[src/hw/rtl/psb_pkg.sv]
// ----------------------------------------------------------------------------
// psb_pkg: shared constants and types of the projected screen box
// Fixed-point formats, datapath widths, register and point codes, and the
// structures that pass between the pipeline sections.
// ----------------------------------------------------------------------------
package psb_pkg;

  localparam int CFB       = 4;
  localparam int MFB       = 16;
  localparam int POS_W     = 32;
  localparam int EXT_W     = 24;
  localparam int MAT_W     = 32;
  localparam int VIEW_W    = 14;
  localparam int CFG_W     = 64;
  localparam int CFG_IDX_W = 3;
  localparam int NUM_MAT   = 6;
  localparam int SCR_W     = 20;
  localparam int BOX_W     = 19;
  localparam int NPT       = 5;
  localparam int NCH       = 3;

  localparam int PROD_W  = MAT_W + POS_W;
  localparam int DELTA_W = MAT_W + EXT_W + 1;
  localparam int CLIP_W  = PROD_W + 4;
  localparam int A_W     = CLIP_W + 1;
  localparam int LO_W    = A_W / 2;
  localparam int HI_W    = A_W - LO_W;
  localparam int K_W     = VIEW_W + CFB;
  localparam int PH_W    = HI_W + K_W + 1;
  localparam int PL_W    = LO_W + K_W;
  localparam int NUM_W   = PH_W + LO_W + 2;
  localparam int DEN_W   = CLIP_W + 1;
  localparam int DIV_W   = NUM_W + 2;

  localparam longint THRESH = (64'd1 << (MFB + CFB)) / 64'd1000000;

  localparam int CLIP_STAGES = 7;
  localparam int DIV_STAGES  = SCR_W + 1;
  localparam int BOX_STAGES  = 2;

  localparam logic [CFG_IDX_W-1:0] REG_ROW_X   = 3'd0;
  localparam logic [CFG_IDX_W-1:0] REG_ROW_Y   = 3'd1;
  localparam logic [CFG_IDX_W-1:0] REG_ROW_Z   = 3'd2;
  localparam logic [CFG_IDX_W-1:0] REG_ROW_T   = 3'd3;
  localparam logic [CFG_IDX_W-1:0] REG_CLIP_XY = 3'd4;
  localparam logic [CFG_IDX_W-1:0] REG_CLIP_ZT = 3'd5;
  localparam logic [CFG_IDX_W-1:0] REG_VIEW_W  = 3'd6;
  localparam logic [CFG_IDX_W-1:0] REG_VIEW_H  = 3'd7;

  localparam int CH_X = 0;
  localparam int CH_Y = 1;
  localparam int CH_W = 2;

  localparam int PT_CENTRE = 0;
  localparam int PT_TOP    = 1;
  localparam int PT_BOTTOM = 2;
  localparam int PT_LEFT   = 3;
  localparam int PT_RIGHT  = 4;

  typedef struct packed {
    logic signed [NUM_W-1:0] num_x;
    logic signed [NUM_W-1:0] num_y;
    logic [DEN_W-1:0]        den;
    logic                    bad;
  } psb_pt_t;

  typedef struct packed {
    logic                    ok;
    logic signed [SCR_W-1:0] q;
  } psb_quo_t;

  typedef struct packed {
    logic                    valid_res;
    logic signed [SCR_W-1:0] center_x;
    logic signed [SCR_W-1:0] center_y;
    logic [BOX_W-1:0]        box_w;
    logic [BOX_W-1:0]        box_h;
  } psb_res_t;

endpackage

[src/hw/rtl/psb_box.sv]
// ----------------------------------------------------------------------------
// psb_box: box size and result assembly
// Takes the ten screen values, forms the absolute extents, clamps them to
// the viewport-dependent limits and blanks the result when any step failed.
// ----------------------------------------------------------------------------
module psb_box import psb_pkg::*; (
  input  logic                clk_i,
  input  logic                en_i,
  input  psb_quo_t [NPT-1:0]  quo_x_i,
  input  psb_quo_t [NPT-1:0]  quo_y_i,
  input  logic [VIEW_W-1:0]   view_w_i,
  input  logic [VIEW_W-1:0]   view_h_i,
  output psb_res_t            res_o
);

  localparam logic [SCR_W:0] LO_LIM = (SCR_W+1)'(1) << CFB;

  logic signed [SCR_W:0]   dw_s, dh_s;
  logic                    all_ok;
  logic                    ok_q;
  logic signed [SCR_W-1:0] cx_q, cy_q;
  logic [SCR_W:0]          dw_q, dh_q;
  logic [VIEW_W-1:0]       vmax;
  logic [SCR_W:0]          hi_lim;
  logic [SCR_W:0]          bw, bh;
  psb_res_t                res_d, res_q;

  always_comb begin
    all_ok = 1'b1;
    for (int k = 0; k < NPT; k++) begin
      all_ok = all_ok & quo_x_i[k].ok & quo_y_i[k].ok;
    end
    dw_s = quo_x_i[PT_RIGHT].q - quo_x_i[PT_LEFT].q;
    dh_s = quo_y_i[PT_BOTTOM].q - quo_y_i[PT_TOP].q;
  end

  always_ff @(posedge clk_i) begin
    if (en_i) begin
      ok_q <= all_ok;
      cx_q <= quo_x_i[PT_CENTRE].q;
      cy_q <= quo_y_i[PT_CENTRE].q;
      dw_q <= dw_s[SCR_W] ? -dw_s : dw_s;
      dh_q <= dh_s[SCR_W] ? -dh_s : dh_s;
    end
  end

  // The lower clamp is applied first so that a zero upper limit wins.
  always_comb begin
    vmax   = (view_w_i > view_h_i) ? view_w_i : view_h_i;
    hi_lim = (SCR_W+1)'(vmax) << (CFB + 1);
    bw     = (dw_q < LO_LIM) ? LO_LIM : dw_q;
    bw     = (bw > hi_lim) ? hi_lim : bw;
    bh     = (dh_q < LO_LIM) ? LO_LIM : dh_q;
    bh     = (bh > hi_lim) ? hi_lim : bh;
    res_d.valid_res = ok_q;
    res_d.center_x  = ok_q ? cx_q : '0;
    res_d.center_y  = ok_q ? cy_q : '0;
    res_d.box_w     = ok_q ? bw[BOX_W-1:0] : '0;
    res_d.box_h     = ok_q ? bh[BOX_W-1:0] : '0;
  end

  always_ff @(posedge clk_i) begin
    if (en_i) begin
      res_q <= res_d;
    end
  end

  assign res_o = res_q;

endmodule
[config.mk]
export PLATFORM = sky130hd
export DESIGN_NAME = psb_box
export DESIGN_NICKNAME = d
export VERILOG_FILES = /design/src/hw/rtl/psb_pkg.sv /design/src/hw/rtl/psb_box.sv
export SDC_FILE = /design/constraint.sdc
export NUM_CORES = 1
export LEC_CHECK = 0
export BUFFER_PORTS_ARGS = -buffer_cell sky130_fd_sc_hd__buf_2
export CORE_MARGIN = 3
export CORE_UTILIZATION = 40
export CTS_CLUSTER_DIAMETER = 200
export DETAILED_ROUTE_END_ITERATION = 10
export PLACE_DENSITY = 0.65
export SLEW_MARGIN = 20
export SYNTH_ARGS = -nofsm -noshare
export SYNTH_HDL_FRONTEND = slang
export SYNTH_SLANG_ARGS = --single-unit
export TNS_END_PERCENT = 30
[constraint.sdc]
create_clock -name clk_i -period 6.5 [get_ports clk_i]
set_input_delay 0.325 -clock clk_i [delete_from_list [all_inputs] [get_ports clk_i]]
set_output_delay 0.325 -clock clk_i [all_outputs]
set_load 0.03 [all_outputs]
==> flow_metrics.py <==
metrics = {
    "clock_tree": {
        "cts_buffers": 17,
        "tritoncts": "built",
        "hold_buffers": 0,
        "path_clk_slew_ps": 60,
        "clock-sinks": 162,
        "htreeDepth": 4,
        "cts_resized": 0,
        "clockBufferDepth": 2,
        "clk_latency_ps": 420,
        "postCtsSetupBuffers": 0,
        "root_buffer": "clkbuf_16",
    },
    "cells_and_area": {
        "drive_above_1_share_pct": 27.1,
        "final_cells": 1486,
        "areaGrowthSynthToFinish_pct": 21.9,
        "mostFrequentLayoutCell": "buf_2",
        "final_util_pct": 49.8,
        "final_cell_mix": "237 x buf_2, 162 x edfxtp_1, 84 x ha_1",
        "layout.nets": 1473,
    },
    "sta": {
        "tightest_slew_ps": 975,
        "skew_ps": 7.45,
        "maxSlewViolCount": 0,
        "setup-violations-final": 0,
        "final.min_clock_period_ps": 4410,
        "hold_viol_final": 0,
        "rsz0062_at_grt": "false",
        "holdWs_ps": 74.8,
        "finalCritPeriodShare_pct": 67.9,
        "setup_tns_ps": 0,
        "relSlewSlack_pct": 35.0,
        "max_freq_mhz": 227,
    },
    "power": {
        "peakVddDrop_mv": 0.162,
        "total_power_mw": 3.27,
        "powerDensity_nw_per_um2": 269,
        "leakage_nw": 5.34,
    },
    "detailed_routing": {
        "vias": 7420,
        "vias_per_cell": 4.99,
        "drt_iter0_markers": 429,
        "drt_pre_antenna_iters": 5,
        "wl_per_cell_um": 15.4,
        "wl_um": 22900,
        "route.detailed.drc": 0,
        "ant_nets": 0,
    },
    "logic_synthesis": {
        "synth_top_family_by_area": "simple AND/OR/NAND/NOR gates",
        "synth_edf_count": 162,
        "synth_compound_area_share_pct": 14.0,
        "yosys-top-cells-area": "edfxtp_1 49%, ha_1 11%, xnor2_1 3.7%",
        "synthCells": 925,
        "synth-seq-cells": 162,
        "muxShareOfSynthArea_pct": 1.73,
        "syn_nets": 1251,
        "synth_xor_area_share_pct": 5.70,
        "synth-simple-area-share_pct": 14.1,
        "synth_warnings": 0,
        "syn_area_um2": 9990,
        "yosysTopAreaCell": "edfxtp_1",
        "synth-adder-area-share_pct": 10.9,
        "synthFlopType": "edfxtp_1",
        "synth_top_area_share_pct": 48.7,
        "async_flop_share_pct": 0,
        "ys_seq_area_share_pct": 48.7,
        "syn_avg_cell_area_um2": 10.8,
        "netlist-cell-type-count": 70,
    },
    "critical_path": {
        "slowest_delay_ps": 530,
        "cp_common_cell": "a21o_1",
        "cp_cell_sequence": "buf_2 > inv_1 > ha_1 > a21o_1 > a21oi_1 > o221ai_1 > a21o_1 > a21oi_1 > o211ai_1 > o31ai_2 > buf_4 > mux2i_1 > ha_1 > a21o_1 > a21o_1 > a21o_1 > a21oi_1 > nor2b_1 > o31ai_1 > a21oi_1 > buf_4 > nor3b_1 > and2_1",
        "criticalPathCategory": "in -> reg",
        "start_kind": "input port",
        "crit_slowest_cell": "mux2i_1",
        "crit_path_end_kind": "flip-flop",
        "path_max_fanout": 13,
        "worstPathRequired_ps": 6790,
        "critPathArrivalTime_ps": 4710,
        "r2r_slack_ps": 3670,
    },
    "floorplan": {
        "die_y_um": 164,
        "die_x_um": 164,
        "dieArea_um2": 26900,
        "rows": 57,
        "num_io_pins": 319,
        "core_area_um2": 24500,
        "start_util_pct": 40.8,
    },
    "placed_design": {
        "dp.cells": 1452,
        "place.gp.congestion": 0.846,
        "dp_hpwl_um": 18500,
        "numPortBuffers": 238,
    },
    "global_route": {
        "use_met1_pct": 22.3,
        "grt_pass1_vias": 6962,
        "use_met3_pct": 4.39,
        "antenna_found_initial": 3,
        "grt_max_degree": 83,
        "grt_overflow": 0,
        "grt.busiest_layer": "met2",
        "grt_pass1_wl_um": 36000,
        "grt.met2_usage_pct": 27.1,
        "grtUsageTotal_pct": 16.9,
    },
    "run": {
        "drv_cap": 0,
    },
    "run_status": {
        "status": "finished, final reports clean",
    },
    "hold_path": {
        "hp-class": "in -> reg",
    },
}
[sequential cells by signal, summed over array words and instances (netlist names)]
name   count
ok_q       1
res_o     79
cy_q      20
cx_q      20
dw_q      21
dh_q      21
[area by class of cell]
cell class | instances | area, µm²
antenna | 3 | 7.51
clock buffer | 17 | 425
clock inverter | 14 | 213
fill | 2321 | 12300
inverter | 76 | 285
multi-input combinational | 637 | 4670
sequential | 162 | 4860
tap | 324 | 405
timing repair buffer | 253 | 1310
[worst max-delay path: cells and delay by family]
| kind | cells | cell delay (ps) |
|---|---|---|
| buf+inv | 4 | 630 |
| mux | 1 | 530 |
| compound gates | 13 | 2060 |
| fa+ha+maj | 2 | 620 |
| simple gates | 3 | 550 |
[cell usage after synthesis, types with 3 or more instances]
cell and n:
nand2_1 34, a31oi_1 15, inv_1 76, buf_2 3, a21o_1 20, o31ai_1 5
nor2_1 50, a31o_2 3, nand3_1 19, and2_1 55, nor3_1 12, xnor2_1 42
xor2_1 23, o21a_1 7, nor3b_1 5, o31a_1 3, mux2i_1 15, o211ai_1 5
o21ai_0 55, ha_1 84, nor4_1 10, clkbuf_1 46, o21bai_1 3, a21oi_1 70
nand2b_1 4, nand4_1 12, edfxtp_1 162, a21oi_2 3, or3_1 5, or4_1 4
nor2b_1 13, and3_1 6, and4_1 3, nor4b_2 4
[report_power, final]
part / switching [mW] / total, mW / internal [mW] / leakage, nW
logic: 0.493 / 0.831 / 0.338 / 3.41
clock network: 0.417 / 1.07 / 0.654 / 0.307
registers: 0.0627 / 1.37 / 1.31 / 1.63
[logic make-up (layout without fill, tap and decap cells)]
group | count (synthesis) | after routing
muxes | 17 | 17
and+or+nand+nor | 249 | 249
adders and majority gates | 86 | 86
DFF | 162 | 162
xor gates and xnor gates | 65 | 65
other | 0 | 3
buffers and inverters | 126 | 360
AOI/OAI and AO/OA | 220 | 220
[per-layer routing]
metal | up-vias | share of wire [%]
met5 | - | 0.057
met4 | 2 | 2.3
met3 | 28 | 7.9
met2 | 242 | 44
met1 | 3328 | 46
li1 | 3820 | -
[worst paths after layout]
| path | startpoint | endpoint | cells after the start |
|---|---|---|---|
| hold / removal | quo_y_i[12] | cy_q[12] | 1 |
| setup / recovery | view_h_i[3] | res_o[21] | 23 |
| setup reg to reg | dh_q[17] | res_o[1] | 6 |
| hold reg to reg | cy_q[12] | res_o[50] | 1 |
[metrics by stage]
stage | area [µm²] | worst slack (ps)
2_1_floorplan | 9990 | 2040
3_3_place_gp | 11500 | 1610
3_5_place_dp | 11500 | 1510
4_1_cts | 12200 | 1950
5_1_grt | 12200 | 1530
6_report | 12200 | 2090
Note: power is estimated with default switching activity, not from simulation.
